==> src/design/csid_pkg.sv <==
// Types, constants and helper functions for the circular sweep indicator driver.
package csid_pkg;

  localparam int unsigned TUBES_DEFAULT = 7;
  localparam int unsigned TUBES_MAX     = 64;

  localparam logic [5:0] RING_LAST     = 6'd59;
  localparam logic [6:0] RING_SIZE     = 7'd60;
  localparam logic [5:0] POS_RESET     = 6'd49;
  localparam logic       DIR_RESET     = 1'b0;
  localparam logic [5:0] LOW_RESET     = 6'd49;
  localparam logic [5:0] HIGH_RESET    = 6'd10;

  localparam logic MODE_STEP  = 1'b0;
  localparam logic MODE_BOUND = 1'b1;

  localparam logic DIR_DOWN = 1'b0;
  localparam logic DIR_UP   = 1'b1;

  typedef struct packed {
    logic       mode;
    logic [2:0] channel;
    logic [5:0] low_end;
    logic [5:0] high_end;
  } csid_in_t;

  typedef struct packed {
    logic [2:0] tube;
    logic [6:0] pattern;
    logic [5:0] position;
    logic       direction;
  } csid_out_t;

  // Cathode drive per ring position; entries past the ring are unused.
  localparam logic [6:0] CATHODE_MAP [64] = '{
    7'd64, 7'd65, 7'd1,  7'd3,  7'd2,  7'd6,  7'd4,  7'd5,  7'd1,  7'd3,
    7'd2,  7'd6,  7'd4,  7'd5,  7'd1,  7'd3,  7'd2,  7'd6,  7'd4,  7'd5,
    7'd1,  7'd3,  7'd2,  7'd6,  7'd4,  7'd5,  7'd1,  7'd3,  7'd2,  7'd10,
    7'd8,  7'd9,  7'd1,  7'd3,  7'd2,  7'd6,  7'd4,  7'd5,  7'd1,  7'd3,
    7'd2,  7'd6,  7'd4,  7'd5,  7'd1,  7'd3,  7'd2,  7'd18, 7'd16, 7'd17,
    7'd1,  7'd3,  7'd2,  7'd34, 7'd32, 7'd33, 7'd1,  7'd3,  7'd2,  7'd66,
    7'd0,  7'd0,  7'd0,  7'd0
  };

  function automatic logic [6:0] cathode_pattern(input logic [5:0] p);
    return CATHODE_MAP[p];
  endfunction

  // (a - b) mod 60 for a, b on the ring.
  function automatic logic [5:0] ring_diff(input logic [5:0] a, input logic [5:0] b);
    logic [6:0] s;
    s = {1'b0, a} + RING_SIZE - {1'b0, b};
    if (s >= RING_SIZE) begin
      s = s - RING_SIZE;
    end
    return s[5:0];
  endfunction

  // Fold a 6-bit bound of 60..63 back onto the ring.
  function automatic logic [5:0] wrap_bound(input logic [5:0] v);
    logic [6:0] w;
    w = {1'b0, v};
    if (w >= RING_SIZE) begin
      w = w - RING_SIZE;
    end
    return w[5:0];
  endfunction

endpackage

==> src/design/circular_sweep_indicator_driver.sv <==
// Top level of the circular sweep indicator driver: per-tube sweep state and result path.
//
//   channel | dir | valid       | ready       | payload
//   --------+-----+-------------+-------------+----------------------------
//   in      | in  | in_valid_i  | in_ready_o  | in_data_i  (csid_in_t)
//   out     | out | out_valid_o | out_ready_i | out_data_o (csid_out_t)
//
// A transaction accepted at one edge is held in the input register; the first edge at which the
// result register is free updates the tube state and loads the result register. One transaction
// per cycle is sustained while the output is not stalled; the tube state is updated in the same
// edge that loads the result, so back-to-back transactions on one tube see fresh state.
// Reset puts every tube at position 49, direction down, bounds 49 and 10.
// A stall on the output holds the result and backs up into the input register.
module circular_sweep_indicator_driver #(
  parameter int unsigned TUBES = csid_pkg::TUBES_DEFAULT
) (
  input  logic               clk_i,
  input  logic               rst_ni,
  input  logic               in_valid_i,
  output logic               in_ready_o,
  input  csid_pkg::csid_in_t in_data_i,
  output logic               out_valid_o,
  input  logic               out_ready_i,
  output csid_pkg::csid_out_t out_data_o
);

  localparam int unsigned IdxW = (TUBES > 1) ? $clog2(TUBES) : 1;

  // Input register stage.
  logic               in_valid_q;
  csid_pkg::csid_in_t in_q;

  // Result register stage.
  logic                out_valid_q;
  csid_pkg::csid_out_t out_q;
  csid_pkg::csid_out_t out_d;

  // Per-tube sweep state.
  logic [5:0] pos_q  [TUBES];
  logic       dir_q  [TUBES];
  logic [5:0] low_q  [TUBES];
  logic [5:0] high_q [TUBES];

  logic            out_free;
  logic            advance;
  logic            ch_ok;
  logic [IdxW-1:0] idx;
  logic [5:0]      cur_pos;
  logic            cur_dir;
  logic [5:0]      cur_low;
  logic [5:0]      cur_high;
  logic [5:0]      new_low;
  logic [5:0]      new_high;
  logic [5:0]      pos_d;
  logic            dir_d;

  // Handshake: the result register frees up when empty or being drained.
  assign out_free   = !out_valid_q || out_ready_i;
  assign advance    = in_valid_q && out_free;
  assign in_ready_o = !in_valid_q || out_free;

  always_ff @(posedge clk_i or negedge rst_ni) begin
    if (!rst_ni) begin
      in_valid_q <= 1'b0;
    end else if (in_ready_o) begin
      in_valid_q <= in_valid_i;
    end
  end

  // Payload register needs no reset.
  always_ff @(posedge clk_i) begin
    if (in_ready_o && in_valid_i) begin
      in_q <= in_data_i;
    end
  end

  // Read the addressed tube.
  assign ch_ok    = (7'(in_q.channel) < 7'(TUBES));
  assign idx      = IdxW'(in_q.channel);
  assign cur_pos  = pos_q[idx];
  assign cur_dir  = dir_q[idx];
  assign cur_low  = low_q[idx];
  assign cur_high = high_q[idx];
  assign new_low  = csid_pkg::wrap_bound(in_q.low_end);
  assign new_high = csid_pkg::wrap_bound(in_q.high_end);

  // Next position and direction.
  always_comb begin
    pos_d = cur_pos;
    dir_d = cur_dir;
    if (in_q.mode == csid_pkg::MODE_STEP) begin
      if (cur_dir == csid_pkg::DIR_UP) begin
        // Reverse at the high bound, otherwise step up around the ring.
        if (cur_pos == cur_high) begin
          dir_d = csid_pkg::DIR_DOWN;
        end else if (cur_pos == csid_pkg::RING_LAST) begin
          pos_d = '0;
        end else begin
          pos_d = cur_pos + 6'd1;
        end
      end else begin
        if (cur_pos == cur_low) begin
          dir_d = csid_pkg::DIR_UP;
        end else if (cur_pos == '0) begin
          pos_d = csid_pkg::RING_LAST;
        end else begin
          pos_d = cur_pos - 6'd1;
        end
      end
    end else begin
      // Outside the span low->high: point the shorter way back in.
      if (csid_pkg::ring_diff(cur_pos, new_low) > csid_pkg::ring_diff(new_high, new_low)) begin
        if (csid_pkg::ring_diff(new_low, cur_pos) > csid_pkg::ring_diff(cur_pos, new_high)) begin
          dir_d = csid_pkg::DIR_DOWN;
        end else begin
          dir_d = csid_pkg::DIR_UP;
        end
      end
    end
  end

  // Result: a tube index beyond the fitted tubes reports zero pattern, position and direction.
  always_comb begin
    out_d.tube = in_q.channel;
    if (ch_ok) begin
      out_d.pattern   = csid_pkg::cathode_pattern(pos_d);
      out_d.position  = pos_d;
      out_d.direction = dir_d;
    end else begin
      out_d.pattern   = '0;
      out_d.position  = '0;
      out_d.direction = 1'b0;
    end
  end

  // Tube state write-back, same edge as the result load.
  always_ff @(posedge clk_i or negedge rst_ni) begin
    if (!rst_ni) begin
      for (int i = 0; i < TUBES; i++) begin
        pos_q[i]  <= csid_pkg::POS_RESET;
        dir_q[i]  <= csid_pkg::DIR_RESET;
        low_q[i]  <= csid_pkg::LOW_RESET;
        high_q[i] <= csid_pkg::HIGH_RESET;
      end
    end else if (advance && ch_ok) begin
      pos_q[idx] <= pos_d;
      dir_q[idx] <= dir_d;
      if (in_q.mode == csid_pkg::MODE_BOUND) begin
        low_q[idx]  <= new_low;
        high_q[idx] <= new_high;
      end
    end
  end

  always_ff @(posedge clk_i or negedge rst_ni) begin
    if (!rst_ni) begin
      out_valid_q <= 1'b0;
    end else if (out_free) begin
      out_valid_q <= in_valid_q;
    end
  end

  always_ff @(posedge clk_i) begin
    if (advance) begin
      out_q <= out_d;
    end
  end

  assign out_valid_o = out_valid_q;
  assign out_data_o  = out_q;

endmodule

==> config.mk <==
export PLATFORM = sky130hd
export DESIGN_NAME = circular_sweep_indicator_driver
export DESIGN_NICKNAME = d
export VERILOG_FILES = /design/src/design/csid_pkg.sv /design/src/design/circular_sweep_indicator_driver.sv
export SDC_FILE = /design/constraint.sdc
export NUM_CORES = 1
export LEC_CHECK = 0
export ABC_AREA = 1
export ABC_CLOCK_PERIOD_IN_PS = 14300
export BUFFER_PORTS_ARGS = -buffer_cell sky130_fd_sc_hd__buf_4
export CAP_MARGIN = 25
export CORE_UTILIZATION = 45
export CTS_CLUSTER_DIAMETER = 80
export CTS_CLUSTER_SIZE = 30
export DETAILED_ROUTE_END_ITERATION = 16
export PLACE_DENSITY = 0.63
export SYNTH_ARGS = -nofsm -noshare
export SYNTH_HDL_FRONTEND = slang
export SYNTH_SLANG_ARGS = --single-unit
==> constraint.sdc <==
create_clock -name clk_i -period 14.3 [get_ports clk_i]
set_clock_uncertainty 0.15 [all_clocks]
set_input_delay 2.86 -clock clk_i [delete_from_list [all_inputs] [get_ports clk_i]]
set_output_delay 2.86 -clock clk_i [all_outputs]
set_load 0.005 [all_outputs]
==> results.md, run 1 <==
Run status:
- The run finished with clean final reports.

Route:
- The initial detailed-routing violation count is between 600 and 700.
- The post-route DRC violation count is 0.
- The number of nets with antenna violations after routing is 0.
- Before antenna repair, the detailed router went through 5 iterations.
- Dividing the detail-routed wire length by the instance count gives roughly 16 µm.
- Wires add up to 27470 µm.
- After detailed routing, the number of vias per cell comes to roughly 5.2.
- The final route contains 8820 vias.

Die:
- For this configuration, the core starts out at a cell density of 0.4592.
- The top-level port count is 39.
- The area of the die is 23790 µm².
- The die is 154.2 µm tall.
- In this run the core area contains 55 standard-cell rows.
- The die span in x is 154.2 µm.
- The core area is 22710 µm².

Synthesis:
- Of all flip-flops after synthesis, the portion carrying an async set or reset was 0.8036.
- sky130_fd_sc_hd__nand2_1 is the most common cell in the netlist.
- After technology mapping, the gate count stands at 1365.
- The leading register cell type out of synthesis is sky130_fd_sc_hd__dfrtp_1.
- Of all cell types, the one taking the most synthesized area is sky130_fd_sc_hd__dfrtp_1.
- The post-synthesis register bit count is 168.
- The share of Yosys cell area claimed by the top area cell type is 0.1896.
- A synthesized cell averages 7.639 µm².
- Counting every net in the synthesized netlist gives ~1400.
- The mapped netlist covers 10430 µm².
- The count of yosys warnings during synthesis is 0.
- In this run, distinct cell masters in the synthesized netlist total 52.
- The synthesized design contains 33 enable-type register cells.
- The commonest cells after synthesis are sky130_fd_sc_hd__nand2_1, sky130_fd_sc_hd__inv_1, sky130_fd_sc_hd__o21ai_0.
- Of the synthesized area, sequential elements account for 0.4257.
- Ranked by total cell area, the synthesized netlist is headed by sky130_fd_sc_hd__dfrtp_1, sky130_fd_sc_hd__nand2_1, sky130_fd_sc_hd__dfstp_2.

Worst setup path:
- The class of the most critical setup path is in2out.
- The kind of launch point of the worst setup path is a primary input.
- STA classifies the critical path endpoint as a primary output.
- The required arrival time at the worst endpoint is between 10 and 15 ns.
- Data on the critical path arrives at its endpoint at 3.28 ns.
- The biggest fanout along the worst timing path is 3.

Timing:
- The upper clock frequency limit is 159.0 MHz.
- Headroom to the max-slew limit came out at 0.3142.
- The final critical delay including setup and external delays is 6.290 ns.
- The total count of hold-check failures in the final report is 0.
- The worst-case setup margin in the final layout is 8.010 ns.
- Setup repair after global routing left no endpoint under its margin.
- Hold is met by 0.3333 ns.
- The number of pins exceeding their max-slew limit in the final report is 0.
- The pin slew with the least headroom to its limit is approximately 1 ns.
- The portion of the clock cycle consumed by the worst path in the final layout is 0.4399.
- The total negative slack for setup checks is 0 ns.
- Setup violations remaining at the end of the flow were counted as 0.

Power:
- The peak supply drop is 0.0002277 V.
- The leakage power summed over all cells is 5.638 nW.
- For this design the ratio of total power to cell area is approximately 210 nW/µm².

Cells and area:
- After the last flow step, the layout net total stands at around 1500.
- After the flow finishes, the layout carries non-filler instances totaling roughly 1700.
- The finished cells cover 11460 µm².
- In the final layout, the share of cells above drive strength 1 is 0.1319.
- Compared with the post-synthesis result, the final layout area differs by 9.935%.
- The total inserted antenna cells is 0.
- The fill cell total of the finished layout is 2237.

Clock network:
- Counting the buffers created by CTS gives 17.
- The maximum number of buffers from clock root to sink is 2.
- The clock transition at the registers of the reported paths is 0.06 ns.
- The number of hold-repair buffers added at the cts stage is 0.
- CTS placed an instance of sky130_fd_sc_hd__clkbuf_16 at the clock tree root.
- The number of setup buffers added after CTS is 0.
- In this run the number of H-tree levels came out at 4.
- The clock latency of the later-clocked register in the worst-skew pair is 0.44 ns.
- TritonCTS built the clock tree.
- The total clock sinks is 168.
- Once the clock tree was built, the resizer swapped 0 gates to a different size.

Placed design:
- The wire-length estimate of the detail-placed layout is ~19000 µm.
- The number of input and output port buffers inserted is 38.
- Counting tap cells, the placed design contains a total of 1655 instances.
- At the end of routability-driven placement, the weighted congestion stood at 0.8577.
- In this run the cell area measured after placement is ~11000 µm².
- Before CTS, the worst setup slack after placement is 8.013 ns.

GRT:
- The wire length of the first global-routing pass is around 45000 µm.
- Entering global routing, the biggest net connects 86 pins.
- The via count of the first global-routing pass is between 8000 and 9000.
- The remaining global-route overflow is 0.
- The initial antenna violation count is 0.
- The total global routing track utilization is 0.2471.

Run:
- The count of maximum capacitance violations is 0.

Hold path:
- The kind of path behind the tightest hold check is reg2reg.
[per-stage QoR]
step                      power (mW)  utilization
after CTS                      2.450       0.5045
final                          2.447       0.5048
after floorplan                1.703            -
after detailed placement       1.999       0.4801
after global routing           2.683       0.5048
after global placement         1.967       0.4801
[cells by family after synthesis]
logic type	count (synthesis)	share of synthesized area
xor+xnor	30	0.02520
compound gates	210	0.1072
fa+ha+maj	60	0.07487
mux	2	0.002040
flops	168	0.4257
simple gates	667	0.2754
buf+inv	228	0.08963
[registers in the layout (all words and copies together) (netlist names), 3 cells and up]
name        cells
dir_q           7
high_q         42
idx             3
in_q           13
low_q          42
out_data_o     17
pos_q          42
[layout make-up]
cell class / instances / area, µm² / share of cell area
Clock buffer: 19 / 432.9 / 0.03776
Clock inverter: 13 / 121.4 / 0.01059
Inverter: 188 / 705.7 / 0.06156
Multi-Input combinational cell: 969 / 5059 / 0.4413
Sequential cell: 168 / 4439 / 0.3873
Tap cell: 285 / 356.6 / 0.03111
Timing Repair Buffer: 46 / 349.1 / 0.03045
[layout by cell type (no fill, tap or decap), types with 5 or more instances in the layout]
master,synthesis,layout
sky130_fd_sc_hd__a21oi_1,25,25
sky130_fd_sc_hd__buf_4,7,45
sky130_fd_sc_hd__clkbuf_16,0,17
sky130_fd_sc_hd__dfrtp_1,79,79
sky130_fd_sc_hd__dfstp_2,56,56
sky130_fd_sc_hd__edfxtp_1,33,33
sky130_fd_sc_hd__ha_1,56,56
sky130_fd_sc_hd__inv_1,179,179
sky130_fd_sc_hd__inv_2,6,6
sky130_fd_sc_hd__nand2_1,445,445
sky130_fd_sc_hd__nand2_2,14,14
sky130_fd_sc_hd__nand3_1,78,78
sky130_fd_sc_hd__nand3_2,5,5
sky130_fd_sc_hd__nand4_1,12,12
sky130_fd_sc_hd__nor2_1,77,77
sky130_fd_sc_hd__nor2_4,9,9
sky130_fd_sc_hd__o21ai_0,154,154
sky130_fd_sc_hd__o21ai_1,8,8
sky130_fd_sc_hd__xnor2_1,10,10
sky130_fd_sc_hd__xor2_1,20,20
[worst max-delay path, cell delays in order]
cell                      delay [ns]
sky130_fd_sc_hd__buf_4          0.10
sky130_fd_sc_hd__inv_1          0.05
sky130_fd_sc_hd__nand3_1        0.10
sky130_fd_sc_hd__buf_4          0.16
[routing by layer]
layer | share of wire | track usage | wire length [µm] | vias up
li1 | - | - | - | 4397
met1 | 0.47 | 0.3391 | 12890 | 4138
met2 | 0.45 | 0.3946 | 12460 | 243
met3 | 0.053 | 0.03811 | 1459 | 42
met4 | 0.024 | 0.09286 | 655 | 0
met5 | 0 | 0 | 0 | -
[worst paths after layout]
kind	depth (start not counted)	from	slack, ns	to
setup / recovery	4	out_ready_i	8.01	in_ready_o
setup reg to reg	21	idx[1]$_DFFE_PP_	8.18	dir_q[1]$_DFFE_PN0P_
max in group asynchronous	2	rst_ni	10.43	low_q[2]$_DFFE_PN0P_
hold reg to reg	2	pos_q[21]$_DFFE_PN0P_	0.33	pos_q[21]$_DFFE_PN0P_
min in group asynchronous	1	rst_ni	2.32	high_q[0]$_DFFE_PN0P_
hold / removal	2	pos_q[21]$_DFFE_PN0P_	0.33	pos_q[21]$_DFFE_PN0P_
[report_power, final]
part	switching (mW)	internal [mW]
Combinational	0.751	0.445
Sequential	0.0823	0.724
Clock	0.204	0.242
Power figures use the tool's default switching activity.
==> run 2, diff against run 1 <==
Settings changed: ABC_CLOCK_PERIOD_IN_PS 14300 to 5200, PLACE_DENSITY 0.63 to 0.65.
Clock period 14.3 ns to 5.2 ns, I/O delays scaled along.
==> results.md, run 2 (synthesis results as in run 1) <==
Placed design:
- After legalization and detailed placement, the total HPWL measured 20860 µm.
- The last weighted congestion value of the routability-driven placer is 0.9778.
- At the placement stage, the worst setup path has a slack of -0.04302 ns.
- The number of input and output port buffers inserted is 38.
- After detailed placement, the total cell area comes to about 11000 µm².
- The cell count after placement is 1690.

Worst setup path:
- At the worst endpoint, the arrival time is between 5 and 6 ns.
- The critical path goes through buf_4 > nor2_4 > nand3_2 > nand4_2 > ha_1 > ha_1 > fa_2 > a21oi_1 > o21ai_0 > xnor2_2 > nor3_2 > nor2_1 > o31ai_4 > mux2_2 > ha_1 > nand2_1 > nor2_1 > o21ai_0 > o211ai_1 > a221o_1 > nand2_2 > inv_2 > o21ai_0.
- STA puts the critical path data required time at ~5.4 ns.
- The biggest fanout along the worst timing path is 6.
- The worst register-to-register path has a setup slack of 0.33 ns.
- The stage delay of the slowest cell on the critical path is 0.54 ns.
- The cell at the slowest stage of the critical path is sky130_fd_sc_hd__edfxtp_1.
- STA classifies the critical path startpoint as a flop.
- STA classifies the critical path endpoint as a flop.
- The critical path in this run is classified as reg2reg.

Cells and area:
- The net count of the finished layout is 1509.
- Leaving out fill and tap cells, the most frequent cell in the layout is sky130_fd_sc_hd__nand2_1.
- The fill cell total of the finished layout is 2148.
- The footprint of the flip-flops and latches is approximately 4400 µm².
- The area occupied by multi-input gates is 5160 µm².
- In the layout the commonest cells are sky130_fd_sc_hd__nand2_1, sky130_fd_sc_hd__inv_1, sky130_fd_sc_hd__o21ai_0.
- The number of antenna diodes in the final layout is 0.
- The post-route standard cell area excluding fillers is 11840 µm².
- The synthesis-to-finish area growth is 13.51%.
- In the final layout, the share of cells above drive strength 1 is 0.1671.
- The largest registers in the layout are high_q x42, low_q x42, pos_q x42.
- The finished layout holds 1727 standard cells, fillers aside.
- Once layout is complete, the utilization of the core stands at 0.5212.

Route:
- The total via count in the routed design is slightly above 9000.
- In the routed design, unresolved DRC markers number 0.
- The average wire per standard cell is 16.66 µm.
- Dividing the detail-routed via count by the number of cells gives 5.275.
- The routed wire length is 28780 µm.
- The total iterations of the first detailed-routing run is 5.
- For this block, the initial DRC count from the detailed router was 862.
- The number of nets with antenna violations after routing is 0.

Power:
- Summed over all cells, the static leakage comes to about 6 nW.
- For this design the ratio of total power to cell area is 582.2 nW/µm².
- The peak supply drop is 0.0006956 V.

Die:
- The initial cell density of the core is 0.4592.
- The area of the die is roughly 24000 µm².
- From bottom edge to top edge, the die measures 154.2 µm.
- In this run the standard cell core region covers 22710 µm².
- The die span in x is 154.2 µm.
- 39 I/O pins were placed.
- The floorplan has 55 rows.

Run:
- Max-cap violations in this run came to 0.

Clock network:
- The total clock sinks is 168.
- At the later pin of the worst-skew pair, clock insertion delay measures 0.44 ns.
- No sink is reached through more buffers than the 2 on the longest clock path.
- The number of buffers created by CTS is 17.
- CTS placed an instance of sky130_fd_sc_hd__clkbuf_16 at the clock tree root.
- Clock-pin slew was measured on the worst setup and hold paths at 0.06 ns.
- TritonCTS built the clock tree.
- The level count of the clock H-tree is 4.

GRT:
- The wire length of the first global-routing pass is about 46000 µm.
- The initial antenna violation count is 0.
- The total global routing track utilization is 0.2541.
- Global routing finished with a remaining overflow of 0.
- Entering global routing, the biggest net connects approximately 100 pins.
- The via count of the first global-routing pass was 8566.

Timing:
- The number of pins exceeding their max-slew limit in the final report is 0.
- The pin slew with the least headroom to its limit is 0.7402 ns.
- After layout, the minimum clock period comes to 4.871 ns.
- The upper clock frequency limit is 205.3 MHz.
- The normalized max-slew margin is 0.5060.
- The count of endpoints failing setup in the final report is 0.
- Final hold analysis gives a worst-case slack of 0.3222 ns.
- The worst-case setup margin in the final layout is 0.3294 ns.
- The total count of hold-check failures in the final report was 0.
- The portion of the clock cycle consumed by the worst path in the final layout is 0.9366.

Run status:
- The flow ran to the end, and the final reports show no timing, DRC or antenna violations.

Hold path:
- In this run the worst hold path is classified as in2async.
run 2: cell types whose count changed in the layout (fill, tap and decap cells not counted), sizes merged:
cell,delta
bufinv,-1
buf,+39
clkbuf,+4
inv,-3
run 2: routing by layer:
layer / global-route usage / share of wire / vias up
met2: 0.3840 / 0.44 / 316
li1: - / - / 4467
met4: 0.06762 / 0.015 / 0
met3: 0.04679 / 0.067 / 36
met5: 0 / 0 / -
met1: 0.3728 / 0.48 / 4291
run 2: power breakdown:
part	switching, mW	total, mW	internal [mW]
combinational	2.18	3.53	1.36
sequential	0.232	2.22	1.99
clock	0.523	1.13	0.611
total	2.93	6.89	3.96
run 2: repair_timing:
action                     in CTS  in global routing
hold buffers                    0                  0
gates resized for setup         1                 28
pin swaps                       0                  4
setup endpoints to repair       5                  8
gates cloned                    0                  0
buffers inserted                0                  4
run 2: per-stage QoR:
stage / TNS [ns] / total power [mW]
final: 0 / 6.891
after floorplan: 0 / 4.683
after global routing: -0.002444 / 7.536
after global placement: 0 / 5.494
after detailed placement: -0.06547 / 5.574
after CTS: 0 / 6.748
run 2: final cells by class:
| cell class | instances | share of cell area |
|---|---|---|
| Multi-Input combinational cell | 969 | 0.4359 |
| Clock buffer | 23 | 0.03816 |
| Timing Repair Buffer | 85 | 0.05624 |
| Tap cell | 285 | 0.03013 |
| Inverter | 188 | 0.05983 |
| Clock inverter | 9 | 0.004651 |
| Sequential cell | 168 | 0.3751 |
run 2: final timing paths:
check,startpoint,endpoint,cells past startpoint
setup / recovery,idx[2]$_DFFE_PP_,dir_q[1]$_DFFE_PN0P_,23
hold / removal,rst_ni,high_q[6]$_DFFE_PN0P_,1
hold reg to reg,high_q[4]$_DFFE_PN0P_,high_q[4]$_DFFE_PN0P_,2
max in group asynchronous,rst_ni,pos_q[23]$_DFFE_PN1P_,3
setup reg to reg,idx[2]$_DFFE_PP_,dir_q[1]$_DFFE_PN0P_,23
min in group clk_i,high_q[4]$_DFFE_PN0P_,high_q[4]$_DFFE_PN0P_,2
run 2: critical path: cells and delay by family, from the launching register on:
kind / cells / cell delay (ns)
adder cells (fa/ha/maj): 4 / 1.21
AO/OA/AOI/OAI: 7 / 1.09
AND/OR/NAND/NOR: 8 / 0.93
flip-flops: 1 / 0.54
XOR/XNOR: 1 / 0.31
buffers and inverters: 2 / 0.30
multiplexers: 1 / 0.28
==> run 3, diff against run 2 <==
Settings changed: ABC_CLOCK_PERIOD_IN_PS 5200 to 4950, PLACE_DENSITY 0.65 to 0.63.
Clock period 5.2 ns to 4.95 ns, I/O delays scaled along.
==> results.md, run 3 (synthesis results as in run 1) <==
Route:
- Detailed routing inserted a total of 9343 vias.
- The detailed router finished its first iteration with a little over 800 violations.
- The first TritonRoute pass finished after 5 iterations.
- The average wire per standard cell is 17.14 µm.
- Dividing the detail-routed via count by the number of cells gives 5.246.
- The number of nets with antenna violations after routing is 0.
- The final layout contains routed wiring with a total length of 30530 µm.
- In the routed design, unresolved DRC markers number 0.

Worst setup path:
- The kind of capture point of the worst setup path is a flop.
- The class of the most critical setup path is reg2reg.
- For the worst setup path, the data required time is 5.17 ns.
- The biggest fanout along the worst timing path is 10.
- The kind of launch point of the worst setup path is a flop.
- The critical path arrival is a little over 5 ns.

Die:
- Pin placement for this block handled 39 I/O pins.
- The die covers 23790 µm².
- The initial cell density of the core is 0.4592.
- The die span in x is 154.2 µm.
- The total area inside the core boundary comes to 22710 µm².
- The die is 154.2 µm tall.
- The number of cell rows is 55.

Timing:
- The total count of hold-check failures in the final report is 0.
- The number of pins exceeding their max-slew limit in the final report came to 0.
- The worst pin sits at a relative slew slack of 0.3673.
- In the finished design, the share of the clock period the worst path needs comes to 0.9723.
- The final critical delay including setup and external delays is 4.813 ns.
- At the pin with the least slew margin, the transition time is around 0.95 ns.
- Static timing analysis puts the maximum clock frequency at about 210 MHz.
- The count of endpoints failing setup in the final report is 0.
- Setup repair after global routing could not meet its margin everywhere.
- Across all setup checks in the final design, the least slack found is roughly 0.14 ns.

Power:
- The switching power share of the total is 0.4187.
- The power consumption is 8.181 mW.
- For this design the ratio of total power to cell area is 639.1 nW/µm².
- The leakage power summed over all cells is 6.207 nW.
- The cell-internal power is 4.755 mW.
- The net switching power is 3.426 mW.
- The share of total power dissipated in the clock network is 0.167.
- The peak supply drop is roughly 0.00064 V.
- The part of the total power dissipated in sequential elements is 0.284.
- Of the total power, combinational logic draws 0.549.

Placed design:
- The wire-length estimate of the detail-placed layout is around 22000 µm.
- The last weighted congestion value of the routability-driven placer is 0.9135.
- The minimum setup slack after placement is -0.009118 ns.
- Input and output buffers added on the ports amount to 38.
- After detailed placement, the total cell area comes to 11440 µm².

Cells and area:
- In the final layout, the registers with the most flip-flops are high_q x42, low_q x42, pos_q x42.
- The total inserted antenna cells is 0.
- The final core utilization is 0.5637.
- In the final layout, the share of cells above drive strength 1 is 0.2460.
- The synthesis-to-finish area growth is 22.76%.
- Leaving out fill and tap cells, the most frequent cells in the layout are sky130_fd_sc_hd__nand2_1, sky130_fd_sc_hd__inv_1, sky130_fd_sc_hd__o21ai_0.
- The final layout net count is approximately 1600.
- The post-route standard cell area excluding fillers is approximately 13000 µm².
- The library cell used most frequently in the layout, excluding fill and tap cells, is sky130_fd_sc_hd__nand2_1.

GRT:
- The total global routing track utilization is 0.2571.
- The via count of the first global-routing pass was around 8600.
- For met3 alone, demand over resource in global routing was 0.04007.
- Entering global routing, the biggest net connects 79 pins.
- The initial antenna violation count is 0.
- The most congested layer reported by global routing is met2.
- The wire length of the first global-routing pass is 46730 µm.
- The met1 demand-to-capacity share in global routing is 0.3711.
- The remaining global-route overflow is 0.
- The met2 usage is 0.3950.

Run status:
- The run finished with clean final reports.

Clock network:
- The maximum number of buffers from clock root to sink is 2.
- The TritonCTS clock tree is yes.
- The buffer cell driving the clock tree root is sky130_fd_sc_hd__clkbuf_16.
- The number of buffers created by CTS is 17.
- For the worst-skew pair, the clock arrives at the later sink with an insertion delay of approximately 0.44 ns.
- The total clock sinks is between 150 and 200.
- The level count of the clock H-tree is 4.
- The clock transition at the registers of the reported paths is roughly 0.070 ns.
- Buffers inserted to repair hold after CTS numbered 0.

Hold path:
- The worst hold path belongs to the class reg2reg.

Run:
- Max-cap violations in this run came to 0.
==> run 3: changes by cell type in the layout (fill, tap and decap cells not counted), sizes merged <==
cell	change
clkinv	-3
buf	+52
clkinvlp	+3
clkbuf	-2
bufinv	+2
inv	+2
==> run 3: through the flow <==
step	instances	TNS [ns]	hold slack, ns
6_report	1781	0	0.3355
5_1_grt	1781	-0.6745	0.3509
4_1_cts	1754	0	0.3403
3_5_place_dp	1722	-0.009837	0.3235
3_3_place_gp	1722	0	0.3162
2_1_floorplan	1365	0	0.2957
==> run 3: path summary, 6_finish.rpt <==
kind / start / endpoint / slack [ns] / cells past startpoint
max: idx[0]$_DFFE_PP_ / dir_q[4]$_DFFE_PN0P_ / 0.14 / 27
min: pos_q[14]$_DFFE_PN0P_ / pos_q[14]$_DFFE_PN0P_ / 0.34 / 2
max reg2reg: idx[0]$_DFFE_PP_ / dir_q[4]$_DFFE_PN0P_ / 0.14 / 27
min reg2reg: pos_q[14]$_DFFE_PN0P_ / pos_q[14]$_DFFE_PN0P_ / 0.34 / 2
max in group asynchronous: rst_ni / low_q[12]$_DFFE_PN1P_ / 3.23 / 2
min in group asynchronous: rst_ni / high_q[4]$_DFFE_PN0P_ / 0.44 / 1
==> run 3: repair_timing <==
item / CTS / global route
endpoints found under the hold margin: 0 / 0
setup endpoints to repair: 8 / 8
pin swaps: 0 / 48
resized for setup: 1 / 131
gates cloned: 0 / 2
buffers inserted: 0 / 25
==> run 3: metal layers <==
layer	part of all wire	routed length, µm	up-vias
met3	0.053	1623	50
met1	0.47	14280	4433
li1	-	-	4580
met5	0	0	-
met4	0.024	722	0
met2	0.46	13900	280
==> run 3: area by class of cell <==
cell class                 count  area [µm²]
tap                          285       356.6
multi-input combinational    969        5539
sequential                   168        4439
clock buffer                  19       432.9
clock inverter                13       146.4
fill                        2106        9908
inverter                     188       720.7
timing repair buffer         139        1166
==> run 3: worst max-delay path: stages, from the launching register on <==
cell and delay [ns]:
sky130_fd_sc_hd__edfxtp_1 0.55, sky130_fd_sc_hd__buf_6 0.16, sky130_fd_sc_hd__clkbuf_16 0.15, sky130_fd_sc_hd__nand2_1 0.06
sky130_fd_sc_hd__nand3_1 0.14, sky130_fd_sc_hd__nand4_2 0.18, sky130_fd_sc_hd__ha_4 0.27, sky130_fd_sc_hd__ha_2 0.21
sky130_fd_sc_hd__fa_2 0.39, sky130_fd_sc_hd__a21oi_1 0.17, sky130_fd_sc_hd__o21ai_1 0.09, sky130_fd_sc_hd__xnor2_1 0.23
sky130_fd_sc_hd__nor3_1 0.09, sky130_fd_sc_hd__nor2_1 0.20, sky130_fd_sc_hd__o31ai_4 0.12, sky130_fd_sc_hd__buf_4 0.16
sky130_fd_sc_hd__nand2_2 0.05, sky130_fd_sc_hd__xor2_1 0.16, sky130_fd_sc_hd__ha_1 0.26, sky130_fd_sc_hd__nand2_2 0.09
sky130_fd_sc_hd__nor2_2 0.05, sky130_fd_sc_hd__o21ai_1 0.06, sky130_fd_sc_hd__o211ai_1 0.10, sky130_fd_sc_hd__a221o_1 0.31
sky130_fd_sc_hd__nand2_2 0.11, sky130_fd_sc_hd__buf_6 0.12, sky130_fd_sc_hd__nand2_2 0.04, sky130_fd_sc_hd__o21ai_1 0.08
==> run 3: power by group through the flow <==
| stage | Combinational (mW) | Clock [mW] | Sequential, mW |
|---|---|---|---|
| floorplan | 2.65 | 0 | 2.27 |
| global route | 5.05 | 1.42 | 2.38 |
| CTS | 3.80 | 1.37 | 2.32 |
| detailed placement | 3.78 | 0 | 2.34 |
| global placement | 3.72 | 0 | 2.32 |
| finish | 4.49 | 1.37 | 2.32 |
